[config.mk]
export PLATFORM = sky130hd
export DESIGN_NAME = stable_priority_queue_flat
export DESIGN_NICKNAME = d
export VERILOG_FILES = /design/src/rtl/core/spq_pkg.sv /design/src/rtl/core/spq_if.sv /design/src/rtl/core/stable_priority_queue.sv /design/src/rtl/core/spq_cell.sv /design/src/flat_wrapper.sv
export SDC_FILE = /design/constraint.sdc
export NUM_CORES = 2
export LEC_CHECK = 0
export ABC_AREA = 1
export BUFFER_PORTS_ARGS = -buffer_cell sky130_fd_sc_hd__buf_2
export CORE_ASPECT_RATIO = 0.8
export CORE_MARGIN = 2
export CORE_UTILIZATION = 49
export CTS_BUF_LIST = sky130_fd_sc_hd__clkbuf_16
export CTS_CLUSTER_SIZE = 20
export DETAILED_ROUTE_END_ITERATION = 7
export GPL_ROUTABILITY_DRIVEN = 0
export PLACE_DENSITY = 0.67
export SLEW_MARGIN = 20
export SYNTH_ARGS = -nofsm -noshare
export SYNTH_HDL_FRONTEND = slang
export SYNTH_HIERARCHICAL = 1
export SYNTH_SLANG_ARGS = --single-unit
[constraint.sdc]
create_clock -name clk -period 4.64 [get_ports clk]
set_clock_uncertainty 0.1 [all_clocks]
set_input_delay 0 -clock clk [delete_from_list [all_inputs] [get_ports clk]]
set_output_delay 0 -clock clk [all_outputs]
set_load 0.05 [all_outputs]
[src/rtl/core/spq_pkg.sv]
`timescale 1ns / 1ps
// Shared types and constants for the stable priority queue.
// No dependencies; every other file of the block imports this package.
package spq_pkg;

  localparam int DATA_W       = 32;
  localparam int OCC_W        = 5;
  localparam int STATUS_W     = 2;
  localparam int CAPACITY_DEF = 16;

  // Request codes
  localparam logic REQ_INSERT = 1'b0;
  localparam logic REQ_REMOVE = 1'b1;

  // Result status codes
  localparam logic [STATUS_W-1:0] ST_INSERTED = 2'd0;
  localparam logic [STATUS_W-1:0] ST_REMOVED  = 2'd1;
  localparam logic [STATUS_W-1:0] ST_EMPTY    = 2'd2;
  localparam logic [STATUS_W-1:0] ST_FULL     = 2'd3;

  // One held pair
  typedef struct packed {
    logic signed [DATA_W-1:0] data;
    logic signed [DATA_W-1:0] prio;
  } entry_t;

  // Command broadcast to every cell of the row
  typedef struct packed {
    logic   ins;
    logic   rem;
    entry_t item;
  } cmd_t;

endpackage

[src/rtl/core/spq_if.sv]
`timescale 1ns / 1ps
// Valid/ready channel interfaces for the request and result beats.
// Depends on spq_pkg for field widths.
interface spq_in_if import spq_pkg::*; ();
  logic                     valid;
  logic                     ready;
  logic                     req_type;
  logic signed [DATA_W-1:0] item_data;
  logic signed [DATA_W-1:0] item_priority;

  modport source (output valid, req_type, item_data, item_priority, input ready);
  modport sink   (input valid, req_type, item_data, item_priority, output ready);
endinterface

interface spq_out_if import spq_pkg::*; ();
  logic                     valid;
  logic                     ready;
  logic [STATUS_W-1:0]      status;
  logic signed [DATA_W-1:0] out_data;
  logic signed [DATA_W-1:0] out_priority;
  logic [OCC_W-1:0]         occupancy;

  modport source (output valid, status, out_data, out_priority, occupancy, input ready);
  modport sink   (input valid, status, out_data, out_priority, occupancy, output ready);
endinterface

[src/rtl/core/stable_priority_queue.sv]
`timescale 1ns / 1ps
// Top level of the stable priority queue: a row of spq_cell slots plus count and result register.
// Depends on spq_pkg, spq_in_if / spq_out_if and spq_cell.
//
// The queue holds up to CAPACITY data/priority pairs sorted by descending signed
// priority; equal priorities keep arrival order. Each request beat (insert or
// remove) yields exactly one result beat, registered, on the following cycle.
// Throughput is one request per cycle while results are drained: every slot
// compares its priority with the incoming one in parallel and either holds,
// takes the new item, or takes its neighbour's pair, so no search loop exists.
// A new request is taken whenever the result register is empty or being
// drained in the same cycle. Remove on an empty queue returns status empty,
// insert on a full queue drops the item with status full; in both cases and on
// insert the data and priority fields read zero. Occupancy gives the count
// after the request, low five bits. Slot contents are not reset; only slots
// below the count are ever read.
module stable_priority_queue
  import spq_pkg::*;
#(
  parameter int CAPACITY = CAPACITY_DEF
) (
  input  logic      clk,
  input  logic      rst_n,
  spq_in_if.sink    in_bus,
  spq_out_if.source out_bus
);

  localparam int CNT_W = $clog2(CAPACITY + 1);

  logic [CNT_W-1:0] count_r;
  logic [CNT_W-1:0] count_nxt;

  logic                     out_valid_r;
  logic [STATUS_W-1:0]      status_r;
  logic [STATUS_W-1:0]      status_nxt;
  logic signed [DATA_W-1:0] data_r;
  logic signed [DATA_W-1:0] data_nxt;
  logic signed [DATA_W-1:0] prio_r;
  logic signed [DATA_W-1:0] prio_nxt;
  logic [OCC_W-1:0]         occ_r;

  logic   fire;
  logic   full;
  logic   empty;
  cmd_t   cmd;

  entry_t ent  [CAPACITY];
  logic   disp [CAPACITY];

  // Take a beat whenever the result register is free or draining
  assign in_bus.ready = !out_valid_r || out_bus.ready;
  assign fire         = in_bus.valid && in_bus.ready;

  assign full  = (count_r == CNT_W'(CAPACITY));
  assign empty = (count_r == '0);

  assign cmd.ins       = fire && (in_bus.req_type == REQ_INSERT) && !full;
  assign cmd.rem       = fire && (in_bus.req_type == REQ_REMOVE) && !empty;
  assign cmd.item.data = in_bus.item_data;
  assign cmd.item.prio = in_bus.item_priority;

  // Row of slots, head at index 0
  for (genvar i = 0; i < CAPACITY; i++) begin : g_cell
    logic   prev_disp_w;
    entry_t prev_ent_w;
    entry_t next_ent_w;

    if (i == 0) begin : g_head
      assign prev_disp_w = 1'b0;
      assign prev_ent_w  = cmd.item;
    end else begin : g_body
      assign prev_disp_w = disp[i-1];
      assign prev_ent_w  = ent[i-1];
    end

    if (i == CAPACITY - 1) begin : g_tail
      assign next_ent_w = ent[i];
    end else begin : g_mid
      assign next_ent_w = ent[i+1];
    end

    spq_cell u_cell (
      .clk       (clk),
      .cmd       (cmd),
      .occ       (count_r > CNT_W'(i)),
      .prev_disp (prev_disp_w),
      .prev_ent  (prev_ent_w),
      .next_ent  (next_ent_w),
      .disp      (disp[i]),
      .ent       (ent[i])
    );
  end

  // Count and result for the beat being taken
  always_comb begin
    count_nxt  = count_r;
    status_nxt = ST_INSERTED;
    data_nxt   = '0;
    prio_nxt   = '0;
    unique case (in_bus.req_type)
      REQ_INSERT: begin
        if (full) begin
          status_nxt = ST_FULL;
        end else begin
          count_nxt = count_r + CNT_W'(1);
        end
      end
      REQ_REMOVE: begin
        if (empty) begin
          status_nxt = ST_EMPTY;
        end else begin
          status_nxt = ST_REMOVED;
          data_nxt   = ent[0].data;
          prio_nxt   = ent[0].prio;
          count_nxt  = count_r - CNT_W'(1);
        end
      end
      default: begin
        status_nxt = ST_INSERTED;
      end
    endcase
  end

  always_ff @(posedge clk) begin
    if (!rst_n) begin
      count_r     <= '0;
      out_valid_r <= 1'b0;
    end else begin
      if (fire) begin
        count_r     <= count_nxt;
        out_valid_r <= 1'b1;
      end else if (out_bus.ready) begin
        out_valid_r <= 1'b0;
      end
    end
  end

  // Result payload: load on each taken beat, hold otherwise
  always_ff @(posedge clk) begin
    if (fire) begin
      status_r <= status_nxt;
      data_r   <= data_nxt;
      prio_r   <= prio_nxt;
      occ_r    <= OCC_W'(count_nxt);
    end
  end

  assign out_bus.valid        = out_valid_r;
  assign out_bus.status       = status_r;
  assign out_bus.out_data     = data_r;
  assign out_bus.out_priority = prio_r;
  assign out_bus.occupancy    = occ_r;

endmodule

[src/rtl/core/spq_cell.sv]
`timescale 1ns / 1ps
// One slot of the sorted row: holds a pair and trades it with its neighbours.
// Depends on spq_pkg.
module spq_cell
  import spq_pkg::*;
(
  input  logic   clk,
  input  cmd_t   cmd,
  input  logic   occ,        // slot currently holds a live entry
  input  logic   prev_disp,  // neighbour towards the head gives way too
  input  entry_t prev_ent,
  input  entry_t next_ent,
  output logic   disp,
  output entry_t ent
);

  entry_t ent_r;
  entry_t ent_nxt;

  // Give way to the new item when empty or of strictly lower priority
  assign disp = !occ || ($signed(ent_r.prio) < $signed(cmd.item.prio));
  assign ent  = ent_r;

  always_comb begin
    ent_nxt = ent_r;
    if (cmd.ins && disp) begin
      // first slot giving way takes the new item, the rest shift tailwards
      ent_nxt = prev_disp ? prev_ent : cmd.item;
    end else if (cmd.rem) begin
      ent_nxt = next_ent;
    end
  end

  always_ff @(posedge clk) begin
    ent_r <= ent_nxt;
  end

endmodule
[src/flat_wrapper.sv]
// flat-port wrapper written by rule: the top's interface ports become plain ports
module stable_priority_queue_flat import spq_pkg::*;
#(
  parameter int CAPACITY = CAPACITY_DEF
)
  (clk, rst_n, in_bus_valid, in_bus_req_type, in_bus_item_data, in_bus_item_priority, in_bus_ready, out_bus_valid, out_bus_status, out_bus_out_data, out_bus_out_priority, out_bus_occupancy, out_bus_ready);
  spq_in_if in_bus_i ();
  spq_out_if out_bus_i ();
  input  logic clk;
  input  logic rst_n;
  input wire logic [$bits(in_bus_i.valid)-1:0] in_bus_valid;
  input wire logic [$bits(in_bus_i.req_type)-1:0] in_bus_req_type;
  input wire logic [$bits(in_bus_i.item_data)-1:0] in_bus_item_data;
  input wire logic [$bits(in_bus_i.item_priority)-1:0] in_bus_item_priority;
  output wire logic [$bits(in_bus_i.ready)-1:0] in_bus_ready;
  output wire logic [$bits(out_bus_i.valid)-1:0] out_bus_valid;
  output wire logic [$bits(out_bus_i.status)-1:0] out_bus_status;
  output wire logic [$bits(out_bus_i.out_data)-1:0] out_bus_out_data;
  output wire logic [$bits(out_bus_i.out_priority)-1:0] out_bus_out_priority;
  output wire logic [$bits(out_bus_i.occupancy)-1:0] out_bus_occupancy;
  input wire logic [$bits(out_bus_i.ready)-1:0] out_bus_ready;
  assign in_bus_i.valid = in_bus_valid;
  assign in_bus_i.req_type = in_bus_req_type;
  assign in_bus_i.item_data = in_bus_item_data;
  assign in_bus_i.item_priority = in_bus_item_priority;
  assign in_bus_ready = in_bus_i.ready;
  assign out_bus_valid = out_bus_i.valid;
  assign out_bus_status = out_bus_i.status;
  assign out_bus_out_data = out_bus_i.out_data;
  assign out_bus_out_priority = out_bus_i.out_priority;
  assign out_bus_occupancy = out_bus_i.occupancy;
  assign out_bus_i.ready = out_bus_ready;
  stable_priority_queue #(.CAPACITY(CAPACITY)) u_core (.clk(clk), .rst_n(rst_n), .in_bus(in_bus_i), .out_bus(out_bus_i));
endmodule
==> run summary <==
Area growth from synthesis to layout - 7.56%
Min-delay src - in_bus_item_data[22]
Root buf cell - clkbuf_16
Core footprint - 150000 um2
Worst R2R End - u_core/g_cell[11].u_cell/ent[49]$_DFFE_PP_
Critical-path cell list - inv_1 > nor2_1 > nand4_1 > a32oi_1 > nand3_4 > nand2_2 > buf_4 > nand2_1 > nand2_1
Final Total Pwr - 32.0 mW
Hold Violations, Final - 0
Crit Path Max Fanout - 64
Share of cells above drive strength 1 - 0.118
CTS tree - built
Wire length per cell - 18.7 um
Leak - 37.4 nW
Largest net degree at the start of global routing - 221
Initial antenna violation count - 5
Cell count after synthesis - 8631
Worst Hold Depth - 4
Critical path's slowest cell - buf_4
GRT Util Overall - 0.251
Mapped cell area - 73800 um2
RSZ-0062 raised after global routing - false
XOR/XNOR Fraction of Synth Area - 0.000119
Post-route setup slack - 0.859 ns
Routed WL - 199 mm
Fmax - 0.264 GHz
Placed Cells - 10400
Final Util - 0.530
Most common cell after layout, fill and taps aside - nand2_1
EDFF count, synth - 1095
Die Wd - 438 um
Avg Inst Size Synth - 8.55 um2
Clock Latency Late Sink - 0.77 ns
Initial DRC count - 8422
Setup CP Type - flop to flop
Setup TNS - 0 ns
R2R setup slack - 0.86 ns
Post-Layout Cell Count - 10600
Worst hold-check path type - input pin to flop
TritonCTS Sinks - 1101
Synth Area in Adders - 0.0851
Worst Reg-to-Reg Cells - 9
Cell mode on critical path - nand2_1
Worst VDD drop - 0.000365 V
Site Rows - 127
Compound-Gate Fraction of Synth Area - 0.0595
Slowest cell delay on critical path - 0.67 ns
Dpl ws - 1.08 ns
Fin nets - 9129
Grt total ovfl - 0
Number of global-route vias before repair - 55900
Worst Tran Pin Value - 1.11 ns
Arrival time at the worst endpoint - 4.30 ns
Min Tclk post-route - 3.78 ns
FF-to-FF Start - u_core/count_r[3]$_SDFFE_PN0P_
Die height - 351 um
Most frequent cells in the layout - 2996 x nand2_1, 1095 x edfxtp_1, 1074 x nand3_1
Setup violations, final - 0
I/O pin count - 142
PwrDens - 402 nW/um2
Die area - 154000 um2
Crit end category - flop
Hold endpoint - u_core/g_cell[15].u_cell/ent[54]$_DFFE_PP_
Port bufs - 141
Placed Area - 75200 um2
YS warnings - 6
Via density - 5.69
Residual DRC - 0
Period utilisation layout - 0.815
Post-synthesis mux area share - 0.0806
Number of distinct library cells after synthesis - 32
Fillers - 13800
Run status - completed
Clk buf depth - 3
Register area share after synthesis - 0.447
Final Cell Area - 79400 um2
Post-synth ARST share - 0
Max cap viols - 0
CTS H-tree depth - 3
CTS Buf Count - 116
Cts repair resizes - 0
Initial core utilization - 0.493
First-pass DRT Iterations - 6
CP required - 5.16 ns
Clock-pin slew on the worst setup and hold paths - 0.06 ns
WHS - 0.0776 ns
Final HPWL DP - 139 mm
Main synth FF type - edfxtp_1
DR vias - 60500
Max Slew Vio Count - 0
Rel. slew slack - 0.259
Fraction of the mapped netlist area in simple logic gates - 0.248
Antenna Nets Post-Route - 0
Combinational family with the most area after synthesis - simple AND/OR/NAND/NOR gates
First-pass GRT wire length - 315 mm
Critical Path Start Type - flop
Synth Register Bits - 1101
area by class of cell:
| type | count | area, um2 | area share |
|---|---|---|---|
| Tap cell | 1999 | 2500 | 0.0315 |
| Clock buffer | 116 | 2900 | 0.0366 |
| Sequential cell | 1101 | 33000 | 0.416 |
| Timing Repair Buffer | 310 | 2400 | 0.0302 |
| Inverter | 756 | 2840 | 0.0358 |
| Multi-Input combinational cell | 6273 | 35100 | 0.443 |
| Antenna cell | 2 | 5.00 | 0.0000630 |
| Clock inverter | 85 | 594 | 0.00749 |
Yosys cell counts, types with 34 or more instances:
| cell type | instances | area [um2] |
|---|---|---|
| nand2_2 | 37 | 231 |
| edfxtp_1 | 1095 | 32900 |
| a21oi_1 | 260 | 1300 |
| nand3_1 | 1074 | 5380 |
| buf_6 | 97 | 1090 |
| mux2_2 | 528 | 5950 |
| ha_1 | 502 | 6280 |
| nor2_1 | 160 | 601 |
| buf_2 | 118 | 591 |
| o21ai_0 | 562 | 2810 |
| inv_1 | 754 | 2830 |
| clkbuf_1 | 216 | 811 |
| buf_1 | 34 | 128 |
| nand4_1 | 34 | 213 |
| nand2_1 | 3012 | 11300 |
worst max-delay path: cells and delay by family (launching register included):
kind                   cells  cell delay [ns]
AOI/OAI and AO/OA          1             0.62
and+or+nand+nor            6             1.54
DFF                        1             0.50
buffers and inverters      2             0.80
metal layers:
metal	wire (um)	GRT usage	part of all wire	up-vias
met2	78300	0.341	0.39	2908
met3	19900	0.0430	0.10	224
met1	97700	0.410	0.49	28400
met4	3140	0.0472	0.016	4
met5	15	0	0.000075	-
li1	-	-	-	29000
worst max path at each step:
stage	from	end	slack, ns	depth (start not counted)
5_1_grt	u_core/count_r[1]$_SDFFE_PN0P_	u_core/g_cell[2].u_cell/ent[10]$_DFFE_PP_	0.77	10
6_report	u_core/count_r[3]$_SDFFE_PN0P_	u_core/g_cell[11].u_cell/ent[49]$_DFFE_PP_	0.86	9
3_5_place_dp	in_bus_item_priority[21]	u_core/g_cell[11].u_cell/ent[49]$_DFFE_PP_	1.08	15
4_1_cts	u_core/count_r[3]$_SDFFE_PN0P_	u_core/g_cell[11].u_cell/ent[49]$_DFFE_PP_	1.14	9
2_1_floorplan	u_core/out_bus.valid$_SDFFE_PN0P_	u_core/g_cell[0].u_cell/ent[0]$_DFFE_PP_	0.16	7
3_3_place_gp	in_bus_item_priority[21]	u_core/g_cell[11].u_cell/ent[49]$_DFFE_PP_	1.16	15
power breakdown:
group | switching (mW) | internal (mW) | leakage, nW
logic | 5.89 | 3.21 | 25.0
clock network | 4.02 | 4.83 | 1.81
registers | 1.00 | 13.0 | 10.5
repair_timing:
action | 4_1_cts | 5_1_grt
buffers inserted | 0 | 0
hold endpoints to repair | 880 | 0
hold buffers | 65 | 0
sequential cells by signal, summed over array words and instances, names as in the netlist:
signal	flops
u_core/out_bus.occupancy	5
u_core/out_bus.status	2
u_core/g_cell.u_cell/ent	1024
u_core/out_bus.valid	1
u_core/out_bus.out_priority	32
u_core/count_r	5
u_core/out_bus.out_data	32
cell families (layout without fill, tap and decap cells):
kind of cell    count (synthesis)  in the layout
xor+xnor                        1              1
compound gates                860            860
flops                        1101           1101
mux                           528            528
other cells                     1              7
simple gates                 4377           4377
buf+inv                      1261           1267
fa+ha+maj                     502            502
Note: power is estimated with default switching activity, not from simulation.
